### config.mk
export PLATFORM = sky130hd
export DESIGN_NAME = ipv4_longest_prefix_router_flat
export DESIGN_NICKNAME = d
export VERILOG_FILES = /design/src/rtl/lpr_pkg.sv /design/src/rtl/lpr_if.sv /design/src/rtl/ipv4_longest_prefix_router.sv /design/src/rtl/lpr_ram.sv /design/src/rtl/lpr_scan.sv /design/src/flat_wrapper.sv
export SDC_FILE = /design/constraint.sdc
export NUM_CORES = 2
export LEC_CHECK = 0
export BUFFER_PORTS_ARGS = -buffer_cell sky130_fd_sc_hd__buf_4
export CELL_PAD_IN_SITES_DETAIL_PLACEMENT = 0
export CELL_PAD_IN_SITES_GLOBAL_PLACEMENT = 1
export CORE_MARGIN = 2
export CORE_UTILIZATION = 50
export DETAILED_ROUTE_END_ITERATION = 10
export PLACE_DENSITY_LB_ADDON = 0.1
export SLEW_MARGIN = 10
export SYNTH_ARGS = -nofsm -noshare
export SYNTH_HDL_FRONTEND = slang
export SYNTH_SLANG_ARGS = --single-unit
### constraint.sdc
create_clock -name clk -period 6.35 [get_ports clk]
set_input_delay 1.27 -clock clk [delete_from_list [all_inputs] [get_ports clk]]
set_output_delay 1.27 -clock clk [all_outputs]
set_load 0.03 [all_outputs]
### src/rtl/lpr_pkg.sv
// Package: types, constants and helpers shared by the longest-prefix router.
package lpr_pkg;

  // Table size and field widths
  localparam int ROUTES   = 32;
  localparam int ADDR_W   = (ROUTES > 1) ? $clog2(ROUTES) : 1;
  localparam int CNT_W    = $clog2(ROUTES + 1);
  localparam int IP_W     = 32;
  localparam int LEN_W    = 6;
  localparam int IFACE_W  = 3;
  localparam int TTL_W    = 8;
  localparam int STATUS_W = 3;
  localparam logic [LEN_W-1:0] MAX_LEN = LEN_W'(IP_W);

  // Command codes
  localparam logic CMD_ADD    = 1'b0;
  localparam logic CMD_LOOKUP = 1'b1;

  // Result status codes
  typedef enum logic [STATUS_W-1:0] {
    ST_ADDED    = 3'd0,
    ST_FULL     = 3'd1,
    ST_FORWARD  = 3'd2,
    ST_TTL_DROP = 3'd3,
    ST_NO_ROUTE = 3'd4
  } status_t;

  // Control sequencer states
  typedef enum logic [1:0] {
    S_IDLE,
    S_EXEC,
    S_SCAN,
    S_LOAD
  } state_t;

  // Input transaction
  typedef struct packed {
    logic               command;
    logic [IP_W-1:0]    net_prefix;
    logic [LEN_W-1:0]   prefix_len;
    logic               has_next_hop;
    logic [IP_W-1:0]    gateway_addr;
    logic [IFACE_W-1:0] iface_index;
    logic [IP_W-1:0]    dest_addr;
    logic [TTL_W-1:0]   ttl_in;
  } req_t;

  // Result transaction
  typedef struct packed {
    logic [STATUS_W-1:0] status;
    logic [IFACE_W-1:0]  out_iface;
    logic [IP_W-1:0]     hop_addr;
    logic [TTL_W-1:0]    ttl_out;
  } rsp_t;

  // One stored route
  typedef struct packed {
    logic [IP_W-1:0]    prefix;
    logic [LEN_W-1:0]   len;
    logic               gw_valid;
    logic [IP_W-1:0]    gw;
    logic [IFACE_W-1:0] iface;
  } entry_t;

  // Outcome of a table scan
  typedef struct packed {
    logic               found;
    logic [IFACE_W-1:0] iface;
    logic [IP_W-1:0]    hop;
  } scan_res_t;

  // High-order mask of len ones; a length of zero gives an empty mask
  function automatic logic [IP_W-1:0] prefix_mask(input logic [LEN_W-1:0] len);
    logic [LEN_W-1:0] sh;
    sh = MAX_LEN - len;
    return {IP_W{1'b1}} << sh;
  endfunction

endpackage

### src/rtl/lpr_if.sv
// Interfaces: valid/ready channels for request and result transactions.
interface lpr_req_if;
  logic          valid;
  logic          ready;
  lpr_pkg::req_t payload;

  modport source(output valid, output payload, input ready);
  modport sink(input valid, input payload, output ready);
endinterface

interface lpr_rsp_if;
  logic          valid;
  logic          ready;
  lpr_pkg::rsp_t payload;

  modport source(output valid, output payload, input ready);
  modport sink(input valid, input payload, output ready);
endinterface

### src/rtl/ipv4_longest_prefix_router.sv
// An add or a low-TTL drop goes from S_IDLE to S_EXEC, which loads its result into the
// output register; a lookup goes on to the one-route-per-cycle scan in S_SCAN, then S_LOAD.
// One transaction at a time; the next is accepted once the previous one is
// finished, while its result may still wait in the output register.
// Reset (synchronous, active high) empties the table by clearing the route count; the
// route RAM itself is not cleared, entries are read only after they are written.
module ipv4_longest_prefix_router (
  input  logic          clk,
  input  logic          rst,
  lpr_req_if.sink       req,
  lpr_rsp_if.source     rsp
);

  lpr_pkg::state_t                state;
  lpr_pkg::state_t                state_next;
  lpr_pkg::req_t                  item;
  logic [lpr_pkg::CNT_W-1:0]      count;
  logic                           full;
  logic                           slot_free;
  logic                           accept;
  logic                           ram_we;
  lpr_pkg::entry_t                wr_entry;
  logic                           ram_re;
  logic [lpr_pkg::ADDR_W-1:0]     ram_raddr;
  lpr_pkg::entry_t                ram_rdata;
  logic                           scan_start;
  logic                           scan_done;
  lpr_pkg::scan_res_t             scan_res;
  logic                           load;
  lpr_pkg::rsp_t                  out_next;
  logic                           rsp_valid;
  lpr_pkg::rsp_t                  rsp_data;

  assign full      = (count == lpr_pkg::CNT_W'(lpr_pkg::ROUTES));
  assign slot_free = !rsp_valid || rsp.ready;
  assign accept    = req.valid && req.ready;

  // Build the route written by an add
  assign wr_entry.prefix   = item.net_prefix;
  assign wr_entry.len      = item.prefix_len;
  assign wr_entry.gw_valid = item.has_next_hop;
  assign wr_entry.gw       = item.gateway_addr;
  assign wr_entry.iface    = item.iface_index;

  lpr_ram #(
    .WIDTH ($bits(lpr_pkg::entry_t)),
    .DEPTH (lpr_pkg::ROUTES)
  ) u_ram (
    .clk   (clk),
    .we    (ram_we),
    .waddr (count[lpr_pkg::ADDR_W-1:0]),
    .wdata (wr_entry),
    .re    (ram_re),
    .raddr (ram_raddr),
    .rdata (ram_rdata)
  );

  lpr_scan u_scan (
    .clk       (clk),
    .rst       (rst),
    .start     (scan_start),
    .count     (count),
    .dest      (item.dest_addr),
    .ram_re    (ram_re),
    .ram_raddr (ram_raddr),
    .ram_rdata (ram_rdata),
    .done      (scan_done),
    .result    (scan_res)
  );

  // Next state
  always_comb begin
    state_next = state;
    case (state)
      lpr_pkg::S_IDLE: begin
        if (accept) begin
          state_next = lpr_pkg::S_EXEC;
        end
      end
      lpr_pkg::S_EXEC: begin
        if (item.command == lpr_pkg::CMD_LOOKUP && item.ttl_in > 8'd1) begin
          state_next = lpr_pkg::S_SCAN;
        end else if (slot_free) begin
          state_next = lpr_pkg::S_IDLE;
        end
      end
      lpr_pkg::S_SCAN: begin
        if (scan_done) begin
          state_next = lpr_pkg::S_LOAD;
        end
      end
      lpr_pkg::S_LOAD: begin
        if (slot_free) begin
          state_next = lpr_pkg::S_IDLE;
        end
      end
      default: state_next = lpr_pkg::S_IDLE;
    endcase
  end

  // Outputs of the sequencer
  always_comb begin
    req.ready  = 1'b0;
    ram_we     = 1'b0;
    scan_start = 1'b0;
    load       = 1'b0;
    out_next   = '0;
    case (state)
      lpr_pkg::S_IDLE: begin
        req.ready = 1'b1;
      end
      lpr_pkg::S_EXEC: begin
        if (item.command == lpr_pkg::CMD_ADD) begin
          load = slot_free;
          if (full) begin
            out_next.status = lpr_pkg::ST_FULL;
          end else begin
            ram_we          = slot_free;
            out_next.status = lpr_pkg::ST_ADDED;
          end
        end else if (item.ttl_in <= 8'd1) begin
          load            = slot_free;
          out_next.status = lpr_pkg::ST_TTL_DROP;
        end else begin
          scan_start = 1'b1;
        end
      end
      lpr_pkg::S_LOAD: begin
        load = slot_free;
        if (scan_res.found) begin
          out_next.status    = lpr_pkg::ST_FORWARD;
          out_next.out_iface = scan_res.iface;
          out_next.hop_addr  = scan_res.hop;
          out_next.ttl_out   = item.ttl_in - 1'b1;
        end else begin
          out_next.status = lpr_pkg::ST_NO_ROUTE;
        end
      end
      default: begin
      end
    endcase
  end

  // State, route count and output valid
  always_ff @(posedge clk) begin
    if (rst) begin
      state     <= lpr_pkg::S_IDLE;
      count     <= '0;
      rsp_valid <= 1'b0;
    end else begin
      state <= state_next;
      if (ram_we) begin
        count <= count + 1'b1;
      end
      if (load) begin
        rsp_valid <= 1'b1;
      end else if (rsp.ready) begin
        rsp_valid <= 1'b0;
      end
    end
  end

  // Hold the accepted transaction and the pending result
  always_ff @(posedge clk) begin
    if (accept) begin
      item <= req.payload;
    end
    if (load) begin
      rsp_data <= out_next;
    end
  end

  assign rsp.valid   = rsp_valid;
  assign rsp.payload = rsp_data;

endmodule

### src/rtl/lpr_ram.sv
// Generic single-write, single-read RAM with registered read data.
module lpr_ram #(
  parameter int WIDTH = 8,
  parameter int DEPTH = 16,
  parameter int AW    = (DEPTH > 1) ? $clog2(DEPTH) : 1
) (
  input  logic             clk,
  input  logic             we,
  input  logic [AW-1:0]    waddr,
  input  logic [WIDTH-1:0] wdata,
  input  logic             re,
  input  logic [AW-1:0]    raddr,
  output logic [WIDTH-1:0] rdata
);

  logic [WIDTH-1:0] mem [DEPTH];

  // Write port
  always_ff @(posedge clk) begin
    if (we) begin
      mem[waddr] <= wdata;
    end
  end

  // Registered read port
  always_ff @(posedge clk) begin
    if (re) begin
      rdata <= mem[raddr];
    end
  end

endmodule

### src/rtl/lpr_scan.sv
// Table scanner: reads one route per cycle and keeps the longest match.
module lpr_scan (
  input  logic                         clk,
  input  logic                         rst,
  input  logic                         start,
  input  logic [lpr_pkg::CNT_W-1:0]    count,
  input  logic [lpr_pkg::IP_W-1:0]     dest,
  output logic                         ram_re,
  output logic [lpr_pkg::ADDR_W-1:0]   ram_raddr,
  input  lpr_pkg::entry_t              ram_rdata,
  output logic                         done,
  output lpr_pkg::scan_res_t           result
);

  logic                           busy;
  logic                           pend;
  logic [lpr_pkg::CNT_W-1:0]      rd_ptr;
  logic [lpr_pkg::IP_W-1:0]       dest_q;
  logic                           found;
  logic [lpr_pkg::LEN_W-1:0]      best_len;
  logic                           best_gw_valid;
  logic [lpr_pkg::IP_W-1:0]       best_gw;
  logic [lpr_pkg::IFACE_W-1:0]    best_iface;
  logic [lpr_pkg::IP_W-1:0]       mask;
  logic                           hit;
  logic                           better;
  logic                           more;

  // Issue reads until every stored route has been requested
  assign more      = (rd_ptr != count);
  assign ram_re    = busy && more;
  assign ram_raddr = rd_ptr[lpr_pkg::ADDR_W-1:0];
  assign done      = busy && !more && !pend;

  // Compare the entry that came back from the RAM
  always_comb begin
    mask   = lpr_pkg::prefix_mask(ram_rdata.len);
    hit    = (ram_rdata.len <= lpr_pkg::MAX_LEN) &&
             ((dest_q & mask) == (ram_rdata.prefix & mask));
    better = !found || (best_len < ram_rdata.len);
  end

  // Sequence the scan
  always_ff @(posedge clk) begin
    if (rst) begin
      busy   <= 1'b0;
      pend   <= 1'b0;
      rd_ptr <= '0;
      found  <= 1'b0;
    end else if (start) begin
      busy   <= 1'b1;
      pend   <= 1'b0;
      rd_ptr <= '0;
      found  <= 1'b0;
    end else if (busy) begin
      pend <= more;
      if (more) begin
        rd_ptr <= rd_ptr + 1'b1;
      end
      if (pend && hit && better) begin
        found <= 1'b1;
      end
      if (done) begin
        busy <= 1'b0;
      end
    end
  end

  // Hold the best route so far
  always_ff @(posedge clk) begin
    if (start) begin
      dest_q <= dest;
    end
    if (busy && pend && hit && better) begin
      best_len      <= ram_rdata.len;
      best_gw_valid <= ram_rdata.gw_valid;
      best_gw       <= ram_rdata.gw;
      best_iface    <= ram_rdata.iface;
    end
  end

  // Direct routes send to the destination itself
  assign result.found = found;
  assign result.iface = best_iface;
  assign result.hop   = best_gw_valid ? best_gw : dest_q;

endmodule

### src/flat_wrapper.sv
// flat-port wrapper written by rule: the top's interface ports become plain ports
module ipv4_longest_prefix_router_flat 
  (clk, rst, req_valid, req_payload, req_ready, rsp_valid, rsp_payload, rsp_ready);
  lpr_req_if req_i ();
  lpr_rsp_if rsp_i ();
  input  logic clk;
  input  logic rst;
  input wire logic [$bits(req_i.valid)-1:0] req_valid;
  input wire logic [$bits(req_i.payload)-1:0] req_payload;
  output wire logic [$bits(req_i.ready)-1:0] req_ready;
  output wire logic [$bits(rsp_i.valid)-1:0] rsp_valid;
  output wire logic [$bits(rsp_i.payload)-1:0] rsp_payload;
  input wire logic [$bits(rsp_i.ready)-1:0] rsp_ready;
  assign req_i.valid = req_valid;
  assign req_i.payload = req_payload;
  assign req_ready = req_i.ready;
  assign rsp_valid = rsp_i.valid;
  assign rsp_payload = rsp_i.payload;
  assign rsp_i.ready = rsp_ready;
  ipv4_longest_prefix_router u_core (.clk(clk), .rst(rst), .req(req_i), .rsp(rsp_i));
endmodule
* Word level (Yosys, flattened, before mapping) *
Memory sizes are Yosys's and may differ from the RTL's. A register that Yosys moved wholly into a read port is not among the register bits.
Cells that the tools add are included.

word-level totals
  bits in registers = 253
  memories kept = 1
  RAM bits = 2368
  word-level logic and storage cells = 96
  output and inout port bits = 48
  input bits = 119

operators by class
  reduce and logical (&&, ||, !) cells = 24
  equality and inequality tests = 8
  add/sub/neg operators = 4
  bitwise logic cells = 2
  order comparisons = 4
  muxes and demuxes = 28
  shifts and indexed selects = 1

memory list
  memory            words  bits a word  read ports  clocked after Yosys merged registers in  wr ports  line           RTL
  u_core.u_ram.mem  32     74           1           1                                        1         lpr_ram.sv:16  logic [WIDTH-1:0] mem [DEPTH];

operator list
  cell                     count
  $and A32 B32 Y32         2
  $eq A32 B32 Y1           1
  $mux W32                 1
  $shl A32 B6 Y32 const A  1
  $mux W1                  17
  $add A6 B1 Y6 const B    2
  $mux W2                  6
  $logic_and A1 B1 Y1      11
  $gt A8 B1 Y1 const B     1
  $le A8 B1 Y1 const B     1
  $pmux W2 S4              1
  $reduce_and A2 Y1        4
  $sub A8 B1 Y8 const B    1
  $eq A6 B6 Y1 const B     1
  $le A6 B6 Y1 const B     1
  $lt A6 B6 Y1             1
  $ne A6 B6 Y1             1
  $pmux W3 S2              1
  $sub A6 B6 Y6 const A    1
  $eq A2 B2 Y1 const B     2
  $logic_not A1 Y1         4
  $ne A2 B1 Y1 const B     2
  $mux W3                  1
  $eq A2 B1 Y1 const B     1
  other kinds (5)          6

* Depth between registers and ports, before layout *
  depth in word-level cells = 8
  gate-level depth with buffers = 11
  gate-level depth less buffers = 9

* Hierarchy *
From an unflattened synthesis, not the netlist that was laid out.

unflattened totals
  cells, all modules = 4939
  area total of the unflattened synthesis = 102228.0 um^2

modules (own cells, without submodules)
  module                      area each (um^2)  sequential area each (um^2)  instances  cells an instance
  lpr_ram                     92318.5           73330.3                      1          4332
  ipv4_longest_prefix_router  5785.5            5014.8                       1          296
  lpr_scan                    4124.0            2402.3                       1          311

* Worst setup path before layout *
Ideal clock, no wire load.

  kind = register to register
  start = reg u_core.u_ram.rdata[37] (read register of u_core.u_ram.mem)
  end = reg u_core.u_scan.best_gw[0] (netlist bit), enable pin
  period minus slack after synthesis = 5977 ps
  setup slack = 373 ps
  stages on the path, launching flop included = 11
  data arrival time = 5467 ps
  path through = edfxtp_1 -> inv_1 -> ha_1 -> clkbuf_1 -> nor3b_1 -> xnor2_1 -> o221ai_1 -> a221o_1 -> a311oi_1 -> o211ai_1 -> a221oi_1

between the ends
  cells in the longest elaborated chain, start to end = 7

RTL lines
  what                   line            RTL
  start, declared        lpr_ram.sv:13   output logic [WIDTH-1:0] rdata
  $sub A6 B6 Y6          lpr_pkg.sv:75   sh = MAX_LEN - len;
  $shl A32 B6 Y32        lpr_pkg.sv:76   return {IP_W{1'b1}} << sh;
  $and A32 B32 Y32       lpr_scan.sv:39  ((dest_q & mask) == (ram_rdata.prefix & mask));
  $eq A32 B32 Y1         lpr_scan.sv:39
  $logic_and A1 B1 Y1    lpr_scan.sv:38  hit = (ram_rdata.len <= lpr_pkg::MAX_LEN) &&
  $logic_and A1 B1 Y1    lpr_scan.sv:74  if (busy && pend && hit && better) begin
  $logic_and A1 B1 Y1 *  lpr_scan.sv:74
  end signal, assigned   lpr_scan.sv:77  best_gw <= ram_rdata.gw;
  end, declared          lpr_scan.sv:22  logic [lpr_pkg::IP_W-1:0] best_gw;

Mark *: on every way between the ends. The rest lies on a longest branch, timed or not.
A chain may end at the register's enable or synchronous reset.

* Final worst setup path *
  start = reg u_core.count[2] (netlist bit)
  end = mem u_core.u_ram.mem[17][66] (netlist bit), enable pin

between the ends
  cells in the longest elaborated chain, start to end = 6

RTL lines
  what                           line                               RTL
  start, declared                ipv4_longest_prefix_router.sv:17   logic [lpr_pkg::CNT_W-1:0] count;
  start signal, assigned         ipv4_longest_prefix_router.sv:153  count <= count + 1'b1;
  $eq A6 B6 Y1                   ipv4_longest_prefix_router.sv:34   assign full = (count == lpr_pkg::CNT_W'(lpr_pkg::ROUTES));
  $mux W1                        ipv4_longest_prefix_router.sv:115  if (full) begin
  $mux W1                        ipv4_longest_prefix_router.sv:113  if (item.command == lpr_pkg::CMD_ADD) begin
  $mux W1                        ipv4_longest_prefix_router.sv:108  case (state)
  $mux W1                        lpr_ram.sv:20                      if (we) begin
  $mux W1 (not written as such)  lpr_ram.sv:21                      mem[waddr] <= wdata;
  end, declared                  lpr_ram.sv:16

Several ways; a longest one is shown, not always the timed one.

==> results by group <==
Outcome
  – Status: finished clean

Clocking
  – Clock latency on the worst-skew pair: 930 ps
  – CTS root buffer: clkbuf_16
  – Quantity of gates resized following cts: 0
  – Clock buffer depth: 4
  – Clock slew at reported path FFs: 60 ps
  – CTS tree: built
  – Post-CTS Setup Inserts: 0
  – Clock Sinks: 2695
  – CTS buffer count: 294
  – H-tree level count: 5
  – Hold Buf Count CTS: 0

Setup path
  – CP required: 6940 ps
  – Worst setup SP type: flip-flop
  – Crit Path Max Fanout: 15
  – Setup CP Type: flip-flop to flip-flop
  – Reg2reg end: u_core.u_ram.mem[17][66]
  – Reg-to-reg slack, setup: 2080 ps
  – Reg2reg path depth: 6
  – Crit path arrival time: 4860 ps
  – Reg-to-Reg Start: u_core.count[2]
  – Worst setup EP type: flip-flop

Logic synthesis
  – Synth Register Bits: 2695
  – Xor/xnor share of the synthesized area: 0.475%
  – Largest family of logic cells by synthesized area: multiplexers
  – Distinct cell type count after synthesis: 54
  – Synth top area share: 79.3%
  – Ys Warns: 0
  – Synth area leaders: edfxtp_1 79%, mux4_2 16%, mux2_2 0.82%
  – Post-Synthesis Cells: 4060
  – Simple-gate area share of the yosys netlist: 0.786%
  – Synth Area in Compound Gates: 0.374%
  – Top_reg_cell synth: edfxtp_1
  – Synthesized Nets: 4195
  – Sequential fraction of the synthesis area: 79.6%
  – Synthesized area per cell: 25.0 um^2
  – Top-count cell post-synth: edfxtp_1
  – Post-synthesis mux area share: 17.6%
  – Post-synth EDFFs: 2677
  – Area of the mapped netlist: 101000 um^2
  – Cell accounting for the most synthesized area: edfxtp_1
  – Commonest cells post-synth: 2677 x edfxtp_1, 740 x mux4_2, 101 x nor2_1
  – Asr flop ratio synth: 0%
  – Synth Area in Adders: 0.197%

STA
  – Final setup viols: 0
  – Min Tclk post-route: 4270 ps
  – RSZ-0062 raised after global routing: false
  – Slew headroom: 16.1%
  – Fmax: 234 MHz
  – Clock skew: 53.4 ps
  – Final period util: 67.2%
  – Worst Max-Slew Pin Slew: 1260 ps
  – Final hold vios: 0
  – Final TNS setup: 0 ps
  – Slew Viols, Final: 0

Cells and area
  – Layout cell share with drive strength beyond 1: 33.1%
  – Fin nets: 4614
  – Area delta synth->final: 14.5%
  – Finished Layout Cells: 7375
  – Post-route cell area: 116000 um^2
  – Final design utilization: 57.5%

Floorplanning
  – Initial Util: 50.2%
  – IO Count: 167
  – Num rows: 165
  – Die H: 454 um
  – Die width: 454 um
  – Die area: 206000 um^2
  – Core Area: 202000 um^2

Power and ir drop
  – LEAKAGE: 35.2 nW
  – VDD IR max: 0.000281 V
  – Pwr Density: 318 nW/um^2

Min path
  – Hold Startpoint: u_core.item[35]
  – Sink of the worst hold path: u_core.u_scan.dest_q[27]
  – Worst hold stages: 0
  – Worst hold path type: flip-flop to flip-flop

Run
  – Max_cap viols: 0

Global route
  – Pin count of the biggest net entering global routing: 104
  – GRT Overall Usage: 25.6%
  – First-pass GRT wire length: 364000 um
  – Vias in the first global route: 45700
  – Gr ovfl total: 0
  – Initial antenna violation count: 14

Place
  – Final Wtd Congestion: 0.818
  – Final HPWL DP: 152000 um
  – IO Port Bufs: 166
  – Dpl cells: 6847
  – Placed instance area: 107000 um^2

Routing
  – Post-route ant nets: 0
  – WL/cell: 35.2 um
  – Drt drc: 0
  – Post-Route WL: 260000 um
  – DRT iter0 DRCs: 4749
  – TritonRoute pass-1 iters: 7
  – Via Count: 45000
  – Via density: 6.10
[worst max path at each step]
stage                                 startpoint                        to  cells after the start
after floorplan           u_core.u_ram.rdata[37]  u_core.u_scan.best_gw[0]                     10
after global placement                 rsp_ready  u_core.u_ram.mem[17][62]                      7
after detailed placement               rsp_ready  u_core.u_ram.mem[17][65]                      7
after CTS                        u_core.count[2]  u_core.u_ram.mem[17][71]                      6
after global routing             u_core.count[2]  u_core.u_ram.mem[17][72]                      6
final                            u_core.count[2]  u_core.u_ram.mem[17][66]                      6
[flip-flops by register name, summed over array words and instances, names as in the netlist, 2 cells and up]
register / flops
u_core.item: 115
u_core.count: 6
u_core.u_scan.rd_ptr: 6
u_core.u_ram.rdata: 74
u_core.state: 2
u_core.u_scan.dest_q: 32
u_core.rsp.payload: 46
u_core.u_scan.best_len: 6
u_core.u_scan.best_gw: 32
u_core.u_scan.best_iface: 3
u_core.u_ram.mem: 2368
[per-stage QoR]
stage | power, mW | setup slack (ps) | hold WS [ps]
3_5_place_dp | 21.3 | 1550 | 405
4_1_cts | 37.2 | 2040 | 417
3_3_place_gp | 21.2 | 1540 | 403
6_report | 36.9 | 2080 | 415
2_1_floorplan | 20.7 | 373 | 400
5_1_grt | 38.0 | 1790 | 425
[layout make-up]
type / count / area (um^2)
diodes: 21 / 52.6
clock buffers: 375 / 7830
clock inverters: 124 / 1070
fillers: 14500 / 85800
inverters: 21 / 86.3
multi-input cells: 1150 / 20000
flip-flops and latches: 2695 / 80800
well taps: 2672 / 3340
repair buffers: 317 / 3030
[cells in the final DEF, fill, tap and decap left out, types with 4 or more instances in the layout]
cell / Yosys / layout
a21o_1: 5 / 5
a21oi_1: 22 / 22
buf_12: 0 / 43
buf_16: 0 / 4
buf_4: 27 / 266
bufinv_16: 0 / 19
clkbuf_1: 99 / 73
clkbuf_16: 0 / 303
clkinv_1: 0 / 56
clkinv_2: 0 / 41
dfxtp_1: 18 / 13
dfxtp_4: 0 / 5
diode_2: 0 / 21
edfxtp_1: 2677 / 2677
ha_1: 16 / 16
inv_1: 21 / 19
inv_6: 0 / 4
mux2_2: 74 / 74
mux2i_1: 33 / 33
mux4_2: 740 / 740
nand2_1: 21 / 21
nand2b_1: 5 / 5
nand3_1: 8 / 7
nor2_1: 101 / 68
nor2_4: 0 / 33
nor4_1: 5 / 5
o21ai_0: 12 / 12
or3_1: 4 / 4
xnor2_1: 32 / 32
xor2_1: 23 / 23
[kinds of logic (layout without fill, tap and decap cells)]
| family | after synthesis | after routing |
|---|---|---|
| multiplexers | 847 | 847 |
| AND/OR/NAND/NOR | 172 | 172 |
| flip-flops | 2695 | 2695 |
| XOR/XNOR | 55 | 55 |
| buffers and inverters | 215 | 837 |
| AO/OA/AOI/OAI | 60 | 60 |
| adder cells (fa/ha/maj) | 16 | 16 |
| other | 0 | 21 |
[where the power goes]
| part | internal (mW) | switching, mW | leakage (nW) |
|---|---|---|---|
| registers | 19.9 | 0.241 | 24.3 |
| logic | 0.247 | 0.533 | 6.61 |
| clock network | 9.44 | 6.62 | 4.35 |
| total | 29.5 | 7.39 | 35.2 |
[worst max-delay path, stage by stage, from the launching register on]
cell and delay (ps):
dfxtp_1 520, or3_1 490, nor2_1 120, nor4b_2 690
nand2_1 680, nor2_4 1050, buf_4 400
[routing by layer]
metal,wire [um],GRT usage [%],share of wire [%]
met5,0,0,0
met4,9120,9.07,3.5
met3,13600,3.37,5.2
met2,133000,42.6,51
met1,104000,35.0,40
Note: power is estimated with default switching activity, not from simulation.
